[src/sv/ntps_pkg.sv]
// Shared constants and types for the nearest-target pursuit step block.
`default_nettype none
package ntps_pkg;
    localparam int MaxTargets = 256;
    localparam int CntW = $clog2(MaxTargets + 1);
    localparam int SlotW = (CntW > 8) ? CntW : 8;
    localparam int DistW = 34;
    localparam int OffW = 17;
    localparam int MagW = 25;   // floor(sqrt(D*2^16)) < 2^24.5
    localparam int NumW = 41;   // |d|*step*2^8 + m/2 < 2^41
    localparam int RootW = 50;  // radicand width, even

    localparam logic [1:0] CfgOriginX = 2'd0;
    localparam logic [1:0] CfgOriginY = 2'd1;
    localparam logic [1:0] CfgStep    = 2'd2;

    typedef struct packed {
        logic accum;      // fold current point into the running best
        logic clear;      // reset the run state
        logic sqrt_start;
        logic div_start;
        logic div_sel_y;
        logic cap_x;      // capture origin plus signed divider result, saturated, into new x
        logic cap_y;
    } t_cmd;

    typedef struct packed {
        logic sqrt_done;
        logic div_done;
        logic zero_dist;
    } t_stat;
endpackage
`default_nettype wire

[src/sv/ntps_datapath.sv]
// Datapath: offset, squared distance, running best, square root and divider.
`default_nettype none
module ntps_datapath (
    input  wire logic                          i_clk,
    input  wire logic                          i_rst_n,
    input  wire ntps_pkg::t_cmd                i_cmd,
    output ntps_pkg::t_stat                    o_stat,
    input  wire logic signed [15:0]            i_tx,
    input  wire logic signed [15:0]            i_ty,
    input  wire logic signed [15:0]            i_org_x,
    input  wire logic signed [15:0]            i_org_y,
    input  wire logic        [15:0]            i_step,
    output logic             [7:0]             o_index,
    output logic             [ntps_pkg::DistW-1:0] o_dist,
    output logic signed      [15:0]            o_new_x,
    output logic signed      [15:0]            o_new_y
);
    logic [ntps_pkg::DistW-1:0] r_best;
    logic signed [ntps_pkg::OffW-1:0] r_bdx, r_bdy;
    logic [ntps_pkg::SlotW-1:0] r_slot;
    logic [ntps_pkg::CntW-1:0] r_cnt;

    logic signed [ntps_pkg::OffW-1:0] dx, dy;
    logic [ntps_pkg::OffW-1:0] ax, ay;
    logic [ntps_pkg::DistW-1:0] d;
    logic in_range;

    assign dx = ntps_pkg::OffW'(i_tx) - ntps_pkg::OffW'(i_org_x);
    assign dy = ntps_pkg::OffW'(i_ty) - ntps_pkg::OffW'(i_org_y);
    assign ax = dx[ntps_pkg::OffW-1] ? ntps_pkg::OffW'(-dx) : dx;
    assign ay = dy[ntps_pkg::OffW-1] ? ntps_pkg::OffW'(-dy) : dy;
    assign d = ntps_pkg::DistW'(ax * ax) + ntps_pkg::DistW'(ay * ay);
    assign in_range = (r_cnt < ntps_pkg::CntW'(ntps_pkg::MaxTargets));

    always_ff @(posedge i_clk) begin
        if (!i_rst_n || i_cmd.clear) begin
            r_best <= '0;
            r_bdx <= '0;
            r_bdy <= '0;
            r_slot <= '0;
            r_cnt <= '0;
        end else if (i_cmd.accum && in_range) begin
            if (r_cnt == '0 || d < r_best) begin
                r_best <= d;
                r_bdx <= dx;
                r_bdy <= dy;
                r_slot <= ntps_pkg::SlotW'(r_cnt);
            end
            r_cnt <= r_cnt + ntps_pkg::CntW'(1);
        end
    end

    // bit-pair square root, one step per cycle
    logic [ntps_pkg::RootW-1:0] r_rad;
    logic [ntps_pkg::MagW+1:0] r_rem;
    logic [ntps_pkg::MagW-1:0] r_root;
    logic [4:0] r_sq_cnt;
    logic r_sq_busy, r_sq_done;
    logic [ntps_pkg::MagW+1:0] trial, rem_sh;

    assign rem_sh = {r_rem[ntps_pkg::MagW-1:0], r_rad[ntps_pkg::RootW-1 -: 2]};
    assign trial = {r_root, 2'b01};

    always_ff @(posedge i_clk) begin
        if (!i_rst_n) begin
            r_sq_busy <= 1'b0;
            r_sq_done <= 1'b0;
        end else if (i_cmd.sqrt_start) begin
            r_rad <= {r_best, 16'd0};
            r_rem <= '0;
            r_root <= '0;
            r_sq_cnt <= 5'(ntps_pkg::MagW - 1);
            r_sq_busy <= 1'b1;
            r_sq_done <= 1'b0;
        end else if (r_sq_busy) begin
            r_rad <= {r_rad[ntps_pkg::RootW-3:0], 2'b00};
            if (rem_sh >= trial) begin
                r_rem <= rem_sh - trial;
                r_root <= {r_root[ntps_pkg::MagW-2:0], 1'b1};
            end else begin
                r_rem <= rem_sh;
                r_root <= {r_root[ntps_pkg::MagW-2:0], 1'b0};
            end
            if (r_sq_cnt == '0) begin
                r_sq_busy <= 1'b0;
                r_sq_done <= 1'b1;
            end else begin
                r_sq_cnt <= r_sq_cnt - 5'd1;
            end
        end
    end

    // restoring divider, one quotient bit per cycle
    logic [ntps_pkg::NumW-1:0] r_num, r_quo;
    logic [ntps_pkg::MagW:0] r_drem;
    logic [5:0] r_dv_cnt;
    logic r_dv_busy, r_dv_done, r_neg;
    logic [ntps_pkg::OffW-1:0] sel_a;
    logic [32:0] prod;
    logic [ntps_pkg::NumW-1:0] num0;
    logic [ntps_pkg::MagW+1:0] drem_sh;

    assign sel_a = i_cmd.div_sel_y ? (r_bdy[ntps_pkg::OffW-1] ? ntps_pkg::OffW'(-r_bdy) : r_bdy)
                                   : (r_bdx[ntps_pkg::OffW-1] ? ntps_pkg::OffW'(-r_bdx) : r_bdx);
    assign prod = 33'(sel_a) * 33'(i_step);
    assign num0 = ntps_pkg::NumW'({prod, 8'd0}) + ntps_pkg::NumW'(r_root >> 1);
    assign drem_sh = {r_drem, r_num[ntps_pkg::NumW-1]};

    always_ff @(posedge i_clk) begin
        if (!i_rst_n) begin
            r_dv_busy <= 1'b0;
            r_dv_done <= 1'b0;
        end else if (i_cmd.div_start) begin
            r_num <= num0;
            r_neg <= i_cmd.div_sel_y ? r_bdy[ntps_pkg::OffW-1] : r_bdx[ntps_pkg::OffW-1];
            r_drem <= '0;
            r_quo <= '0;
            r_dv_cnt <= 6'(ntps_pkg::NumW - 1);
            r_dv_busy <= 1'b1;
            r_dv_done <= 1'b0;
        end else if (r_dv_busy) begin
            r_num <= {r_num[ntps_pkg::NumW-2:0], 1'b0};
            if (drem_sh >= {1'b0, r_root}) begin
                r_drem <= (ntps_pkg::MagW+1)'(drem_sh - {1'b0, r_root});
                r_quo <= {r_quo[ntps_pkg::NumW-2:0], 1'b1};
            end else begin
                r_drem <= drem_sh[ntps_pkg::MagW:0];
                r_quo <= {r_quo[ntps_pkg::NumW-2:0], 1'b0};
            end
            if (r_dv_cnt == '0) begin
                r_dv_busy <= 1'b0;
                r_dv_done <= 1'b1;
            end else begin
                r_dv_cnt <= r_dv_cnt - 6'd1;
            end
        end
    end

    // signed add to origin with saturation
    logic signed [ntps_pkg::NumW+1:0] sum_x, mv;
    logic signed [15:0] sat_v;
    logic signed [ntps_pkg::NumW+1:0] org_sel;

    assign mv = r_neg ? -$signed({2'b00, r_quo}) : $signed({2'b00, r_quo});
    assign org_sel = i_cmd.cap_y ? (ntps_pkg::NumW+2)'(i_org_y) : (ntps_pkg::NumW+2)'(i_org_x);
    assign sum_x = org_sel + mv;
    always_comb begin
        if (sum_x > 32767) sat_v = 16'sh7fff;
        else if (sum_x < -32768) sat_v = -16'sh8000;
        else sat_v = sum_x[15:0];
    end

    logic signed [15:0] r_nx, r_ny;
    always_ff @(posedge i_clk) begin
        if (i_cmd.cap_x) r_nx <= sat_v;
        if (i_cmd.cap_y) r_ny <= sat_v;
    end

    logic zero;
    assign zero = (r_best == '0);
    assign o_stat = '{sqrt_done: r_sq_done, div_done: r_dv_done, zero_dist: zero};
    assign o_index = r_slot[7:0];
    assign o_dist = r_best;
    assign o_new_x = zero ? i_org_x : r_nx;
    assign o_new_y = zero ? i_org_y : r_ny;
endmodule
`default_nettype wire

[src/sv/ntps_ctrl.sv]
// Controller: sequences accumulation, root, two divides and result hand-off.
`default_nettype none
module ntps_ctrl (
    input  wire logic           i_clk,
    input  wire logic           i_rst_n,
    input  wire logic           i_valid,
    input  wire logic           i_last,
    output logic                o_ready,
    output logic                o_valid,
    input  wire logic           i_ready,
    output ntps_pkg::t_cmd      o_cmd,
    input  wire ntps_pkg::t_stat i_stat
);
    typedef enum logic [2:0] {S_IDLE, S_SQRT, S_DIVX, S_DIVY, S_OUT} t_state;
    t_state r_state;
    logic r_started;

    assign o_ready = (r_state == S_IDLE);
    assign o_valid = (r_state == S_OUT);

    always_comb begin
        o_cmd = '0;
        o_cmd.accum = o_ready && i_valid;
        o_cmd.clear = o_valid && i_ready;
        o_cmd.div_sel_y = (r_state == S_DIVY);
        o_cmd.cap_x = (r_state == S_DIVX) && r_started && i_stat.div_done;
        o_cmd.cap_y = (r_state == S_DIVY) && r_started && i_stat.div_done;
        o_cmd.sqrt_start = (r_state == S_SQRT) && !r_started;
        o_cmd.div_start = ((r_state == S_SQRT) && r_started && i_stat.sqrt_done)
                       || ((r_state == S_DIVY) && !r_started);
    end

    always_ff @(posedge i_clk) begin
        if (!i_rst_n) begin
            r_state <= S_IDLE;
            r_started <= 1'b0;
        end else begin
            unique case (r_state)
                S_IDLE: if (i_valid && i_last) begin
                    r_state <= S_SQRT;
                    r_started <= 1'b0;
                end
                S_SQRT: begin
                    // the root starts on entry to S_SQRT, once the last point is folded into the best
                    if (!r_started) r_started <= 1'b1;
                    else if (i_stat.zero_dist) r_state <= S_OUT;
                    else if (i_stat.sqrt_done) begin
                        r_state <= S_DIVX;
                        r_started <= 1'b0;
                    end
                end
                S_DIVX: begin
                    if (!r_started) r_started <= 1'b1;
                    else if (i_stat.div_done) begin
                        r_state <= S_DIVY;
                        r_started <= 1'b0;
                    end
                end
                S_DIVY: begin
                    if (!r_started) r_started <= 1'b1;
                    else if (i_stat.div_done) r_state <= S_OUT;
                end
                S_OUT: if (i_ready) r_state <= S_IDLE;
                default: r_state <= S_IDLE;
            endcase
        end
    end
endmodule
`default_nettype wire

[src/sv/nearest_target_pursuit_step.sv]
// Top level: nearest-target search with one normalized seek step.
`default_nettype none
// Points stream in one per cycle while the block is idle and are folded into
// the running nearest in that cycle. The last point of a run starts a bit-pair
// square root and two restoring divides (one per axis), and no input is taken
// until the result is taken. A zero nearest distance skips the divides and
// returns the origin with moved = 0.
module nearest_target_pursuit_step (
    input  wire logic        i_clk,
    input  wire logic        i_rst_n,
    input  wire logic        s_axis_tvalid,
    output logic             s_axis_tready,
    input  wire logic [31:0] s_axis_tdata,  // target_x, target_y
    input  wire logic        s_axis_tlast,  // last_target
    output logic             m_axis_tvalid,
    input  wire logic        m_axis_tready,
    output logic [79:0]      m_axis_tdata,  // nearest_index, nearest_dist_sq, new_x, new_y, moved
    input  wire logic        i_cfg_we,
    input  wire logic [1:0]  i_cfg_index,
    input  wire logic [15:0] i_cfg_data
);
    logic signed [15:0] r_org_x, r_org_y;
    logic [15:0] r_step;

    always_ff @(posedge i_clk) begin
        if (!i_rst_n) begin
            r_org_x <= '0;
            r_org_y <= '0;
            r_step <= '0;
        end else if (i_cfg_we) begin
            unique case (i_cfg_index)
                ntps_pkg::CfgOriginX: r_org_x <= i_cfg_data;
                ntps_pkg::CfgOriginY: r_org_y <= i_cfg_data;
                ntps_pkg::CfgStep:    r_step <= i_cfg_data;
                default: ;
            endcase
        end
    end

    ntps_pkg::t_cmd cmd;
    ntps_pkg::t_stat stat;
    logic [7:0] idx;
    logic [ntps_pkg::DistW-1:0] best_dist;
    logic signed [15:0] nx, ny;

    ntps_ctrl u_ctrl (
        .i_clk(i_clk), .i_rst_n(i_rst_n),
        .i_valid(s_axis_tvalid), .i_last(s_axis_tlast), .o_ready(s_axis_tready),
        .o_valid(m_axis_tvalid), .i_ready(m_axis_tready),
        .o_cmd(cmd), .i_stat(stat)
    );

    ntps_datapath u_dp (
        .i_clk(i_clk), .i_rst_n(i_rst_n), .i_cmd(cmd), .o_stat(stat),
        .i_tx(s_axis_tdata[15:0]), .i_ty(s_axis_tdata[31:16]),
        .i_org_x(r_org_x), .i_org_y(r_org_y), .i_step(r_step),
        .o_index(idx), .o_dist(best_dist), .o_new_x(nx), .o_new_y(ny)
    );

    assign m_axis_tdata = {5'd0, !stat.zero_dist, ny, nx, best_dist, idx};
endmodule
`default_nettype wire

[config.mk]
export PLATFORM = sky130hd
export DESIGN_NAME = nearest_target_pursuit_step
export DESIGN_NICKNAME = d
export VERILOG_FILES = /design/src/sv/ntps_pkg.sv /design/src/sv/ntps_datapath.sv /design/src/sv/ntps_ctrl.sv /design/src/sv/nearest_target_pursuit_step.sv
export SDC_FILE = /design/constraint.sdc
export NUM_CORES = 2
export LEC_CHECK = 0
export BUFFER_PORTS_ARGS = -buffer_cell sky130_fd_sc_hd__buf_2
export CAP_MARGIN = 20
export CORE_MARGIN = 4
export CORE_UTILIZATION = 65
export DETAILED_ROUTE_END_ITERATION = 8
export PLACE_DENSITY_LB_ADDON = 0.3
export SYNTH_ARGS = -nofsm -noshare
export SYNTH_HDL_FRONTEND = slang
export SYNTH_SLANG_ARGS = --single-unit
[constraint.sdc]
create_clock -name i_clk -period 19 [get_ports i_clk]
set_input_delay 0.95 -clock i_clk [delete_from_list [all_inputs] [get_ports i_clk]]
set_output_delay 0.95 -clock i_clk [all_outputs]
set_load 0.05 [all_outputs]
==> results.toml <==
[setup_path]
crit_type = "reg -> reg"
endpoint_kind = "register"
cp_max_fo = 50
max_stage_delay_ns = 0.80
worst_ep_required_time_ns = 19.43
timing.critical_path.from_type = "register"
worst_ep_arrival_time_ns = 14.96
worst_setup_path_startpoint = "r_org_x[0]$_SDFFE_PN0P_"
crit_path_top_delay_cell = "sky130_fd_sc_hd__xnor2_1"
worst_r2r_startpoint = "r_org_x[0]$_SDFFE_PN0P_"
path_common_cell = "sky130_fd_sc_hd__fa_1"

[synthesis]
post_synth_top_flop = "sky130_fd_sc_hd__edfxtp_1"
count_of_flip_flops_with_a_built_in_enable_after_synthesis = 236
yosys.area.top_type = "sky130_fd_sc_hd__fa_1"
mappedNetlistArea_mm2 = 0.05065
synth_warnings = 0
number_of_different_library_cells_in_the_post_synthesis_netlist = 93
synth_area_per_cell_um2 = 8.951
synth.most_common_cell = "sky130_fd_sc_hd__inv_1"
cell_types_with_the_largest_area_share_after_synthesis = "sky130_fd_sc_hd__fa_1, sky130_fd_sc_hd__edfxtp_1, sky130_fd_sc_hd__ha_1"
synth_common_cells = "sky130_fd_sc_hd__inv_1, sky130_fd_sc_hd__fa_1, sky130_fd_sc_hd__nand2_1"
syn_inst = 5659
postSynth.asyncResetShare = 0
synth_seq_cells = 377
synth_seq_area_share = 0.1956
synthDominantCellAreaShare = 0.2609

[global_route]
grt_max_degree = 78
grt_pass1_vias = 40966
global_route_total_overflow = 0
grt_first_pass_wirelength_um = 218500
groute.usage.overall = 0.3335
number_of_antenna_violations_at_the_first_check_in_global_routing = 0

[cts]
clock-root-buffer = "sky130_fd_sc_hd__clkbuf_16"
cts.reportedPaths.clkPinSlew_ns = 0.06
holdBufCountCts = 0
worstSkewPairLatency_ns = 0.59
clock-sinks = 377
post_cts_resize_count = 0
htree_levels = 2
numCtsBuffers = 43
clk_path_buf_depth = 3
post_cts_setup_buffers = 0
tritoncts = "yes"

[timing]
slew_headroom = 0.2179
clock.fmax_mhz = 68.84
period_minus_slack_ns = 14.53
min_period_over_period = 0.7646
unrepaired_setup_endpoints_after_global_routing = "false"
finClkSkew_ns = 0.02772
timing.setup.tns_ns = 0
setup_violations = 0
timing.final.max_slew_violations = 0
slew_at_the_pin_closest_to_its_max_slew_limit_ns = 1.169
finalHoldViolCount = 0

[floorplan]
design.core.area_mm2 = 0.07734
io_pins = 138
effective_utilization_at_floorplan = 0.6549
chipHeight_um = 287.2
std_cell_rows = 102
die_area_mm2 = 0.08246
die_w_um = 287.2

[detailed_routing]
detail_route.first_pass.iterations = 5
drc = 0
detail_route.wirelength_um = 135700
dr_total_vias = 40292
viasPerCell = 5.901
drt-wirelength-per-cell_um = 19.87
dr.first_iter.drc_count = 3694
drtAntennaViolNets = 0

[run]
maxCapViolations = 0

[final_layout]
sequential_cell_area_mm2 = 0.009910
flow.area_growth_from_synthesis_pct = 6.855
number_of_inserted_diodes = 0
post_route_cells_drive_above_1_share = 0.06479
num-fill-cells = 5979
multi_input_area_mm2 = 0.03649
num-nets-final = 6945

[placement]
dp_hpwl_um = 109600
gp_routability_congestion = 0.9797
numPortBuffers = 132

[status]
outcome = "finished clean"

[min_path]
worst_hold_path_startpoint = "r_step[10]$_SDFFE_PN0P_"
worst_hold_path_type = "reg -> reg"
==> kinds of logic (layout without fill, tap and decap cells) <==
family / after synthesis / count (layout) / synth area share
multiplexers: 149 / 149 / 0.03041
AO/OA/AOI/OAI: 844 / 844 / 0.1057
XOR/XNOR: 285 / 285 / 0.04985
AND/OR/NAND/NOR: 1680 / 1680 / 0.1511
flip-flops: 377 / 377 / 0.1956
other: 2 / 30 / 0.0001483
buffers and inverters: 1186 / 1287 / 0.08868
adder cells (fa/ha/maj): 1136 / 1136 / 0.3784
==> registers in the layout, indices dropped and copies added (netlist names), 3 cells and up <==
register / flops
r_org_x: 16
r_org_y: 16
r_step: 16
u_ctrl.r_state: 3
u_dp.o_dist: 34
u_dp.r_bdx: 17
u_dp.r_bdy: 17
u_dp.r_cnt: 9
u_dp.r_drem: 26
u_dp.r_dv_cnt: 6
u_dp.r_num: 41
u_dp.r_nx: 16
u_dp.r_ny: 16
u_dp.r_quo: 41
u_dp.r_rad: 34
u_dp.r_rem: 25
u_dp.r_root: 25
u_dp.r_slot: 8
u_dp.r_sq_cnt: 5
==> cell type report <==
| type | instances | area share |
|---|---|---|
| multi-input combinational | 4124 | 0.6741 |
| sequential | 377 | 0.1831 |
| inverter | 992 | 0.06880 |
| tap | 1040 | 0.02404 |
| timing repair buffer | 215 | 0.02372 |
| clock buffer | 54 | 0.02064 |
| clock inverter | 26 | 0.005594 |
==> through the flow <==
step	instances	worst slack (ns)	instance area, um2	utilization	hold WS, ns
after floorplan	5687	5.769	50760	-	0.4294
after detailed placement	6746	4.253	52690	0.6813	0.4492
after global routing	6828	3.818	54120	0.6998	0.4772
final	6828	4.473	54120	0.6998	0.4576
after CTS	6826	4.651	54110	0.6996	0.4577
after global placement	6746	4.714	52690	0.6813	0.4467
==> cell usage in the layout (no fill, tap or decap), types with 15 or more instances in the layout <==
master                        n
sky130_fd_sc_hd__inv_1      977
sky130_fd_sc_hd__fa_1       660
sky130_fd_sc_hd__nand2_1    622
sky130_fd_sc_hd__nor2_1     503
sky130_fd_sc_hd__ha_1       476
sky130_fd_sc_hd__a21oi_1    245
sky130_fd_sc_hd__edfxtp_1   236
sky130_fd_sc_hd__xnor2_1    206
sky130_fd_sc_hd__o21ai_0    185
sky130_fd_sc_hd__dfxtp_1    141
sky130_fd_sc_hd__and2_1     136
sky130_fd_sc_hd__buf_2      132
sky130_fd_sc_hd__mux2i_1    110
sky130_fd_sc_hd__a21o_1     106
sky130_fd_sc_hd__buf_4       83
sky130_fd_sc_hd__xor2_1      75
sky130_fd_sc_hd__nor3_1      70
sky130_fd_sc_hd__nand3_1     61
sky130_fd_sc_hd__nor2b_1     48
sky130_fd_sc_hd__clkbuf_16   43
sky130_fd_sc_hd__nand2b_1    40
sky130_fd_sc_hd__mux2_2      39
sky130_fd_sc_hd__a211oi_1    37
sky130_fd_sc_hd__o21a_1      36
sky130_fd_sc_hd__o31ai_1     35
sky130_fd_sc_hd__nand4_1     33
sky130_fd_sc_hd__and3_1      32
sky130_fd_sc_hd__conb_1      30
sky130_fd_sc_hd__nor4_1      27
sky130_fd_sc_hd__or3_1       26
sky130_fd_sc_hd__clkinv_1    21
sky130_fd_sc_hd__a31oi_1     20
sky130_fd_sc_hd__o21ai_1     19
sky130_fd_sc_hd__o21bai_1    18
sky130_fd_sc_hd__a211o_1     17
sky130_fd_sc_hd__or4_1       15
==> worst max-delay path: cells and delay by family (launching register included) <==
family,cells,cell delay (ns)
AOI/OAI and AO/OA,22,4.29
and+or+nand+nor,9,1.37
adders and majority gates,12,5.46
xor gates and xnor gates,1,0.80
DFF,1,0.56
muxes,1,0.29
buffers and inverters,8,1.54
==> per-layer routing <==
| metal | routed length, um | global-route usage |
|---|---|---|
| met1 | 56690 | 0.4657 |
| met2 | 59990 | 0.5186 |
| met3 | 14340 | 0.08366 |
| met4 | 4664 | 0.09933 |
| met5 | 0 | 0 |
==> path summary, 6_finish.rpt <==
path,to,slack (ns),depth (start not counted)
worst max-delay path,u_dp.r_bdy[5]$_SDFFE_PP0P_,4.47,53
worst min-delay path,r_step[10]$_SDFFE_PN0P_,0.46,2
worst max register to register,u_dp.r_bdy[5]$_SDFFE_PP0P_,4.47,53
worst min register to register,r_step[10]$_SDFFE_PN0P_,0.46,2
Power is left out: the tool's default activity adds up to more than one toggle a clock period on the data nets, which glitch-free logic cannot reach.
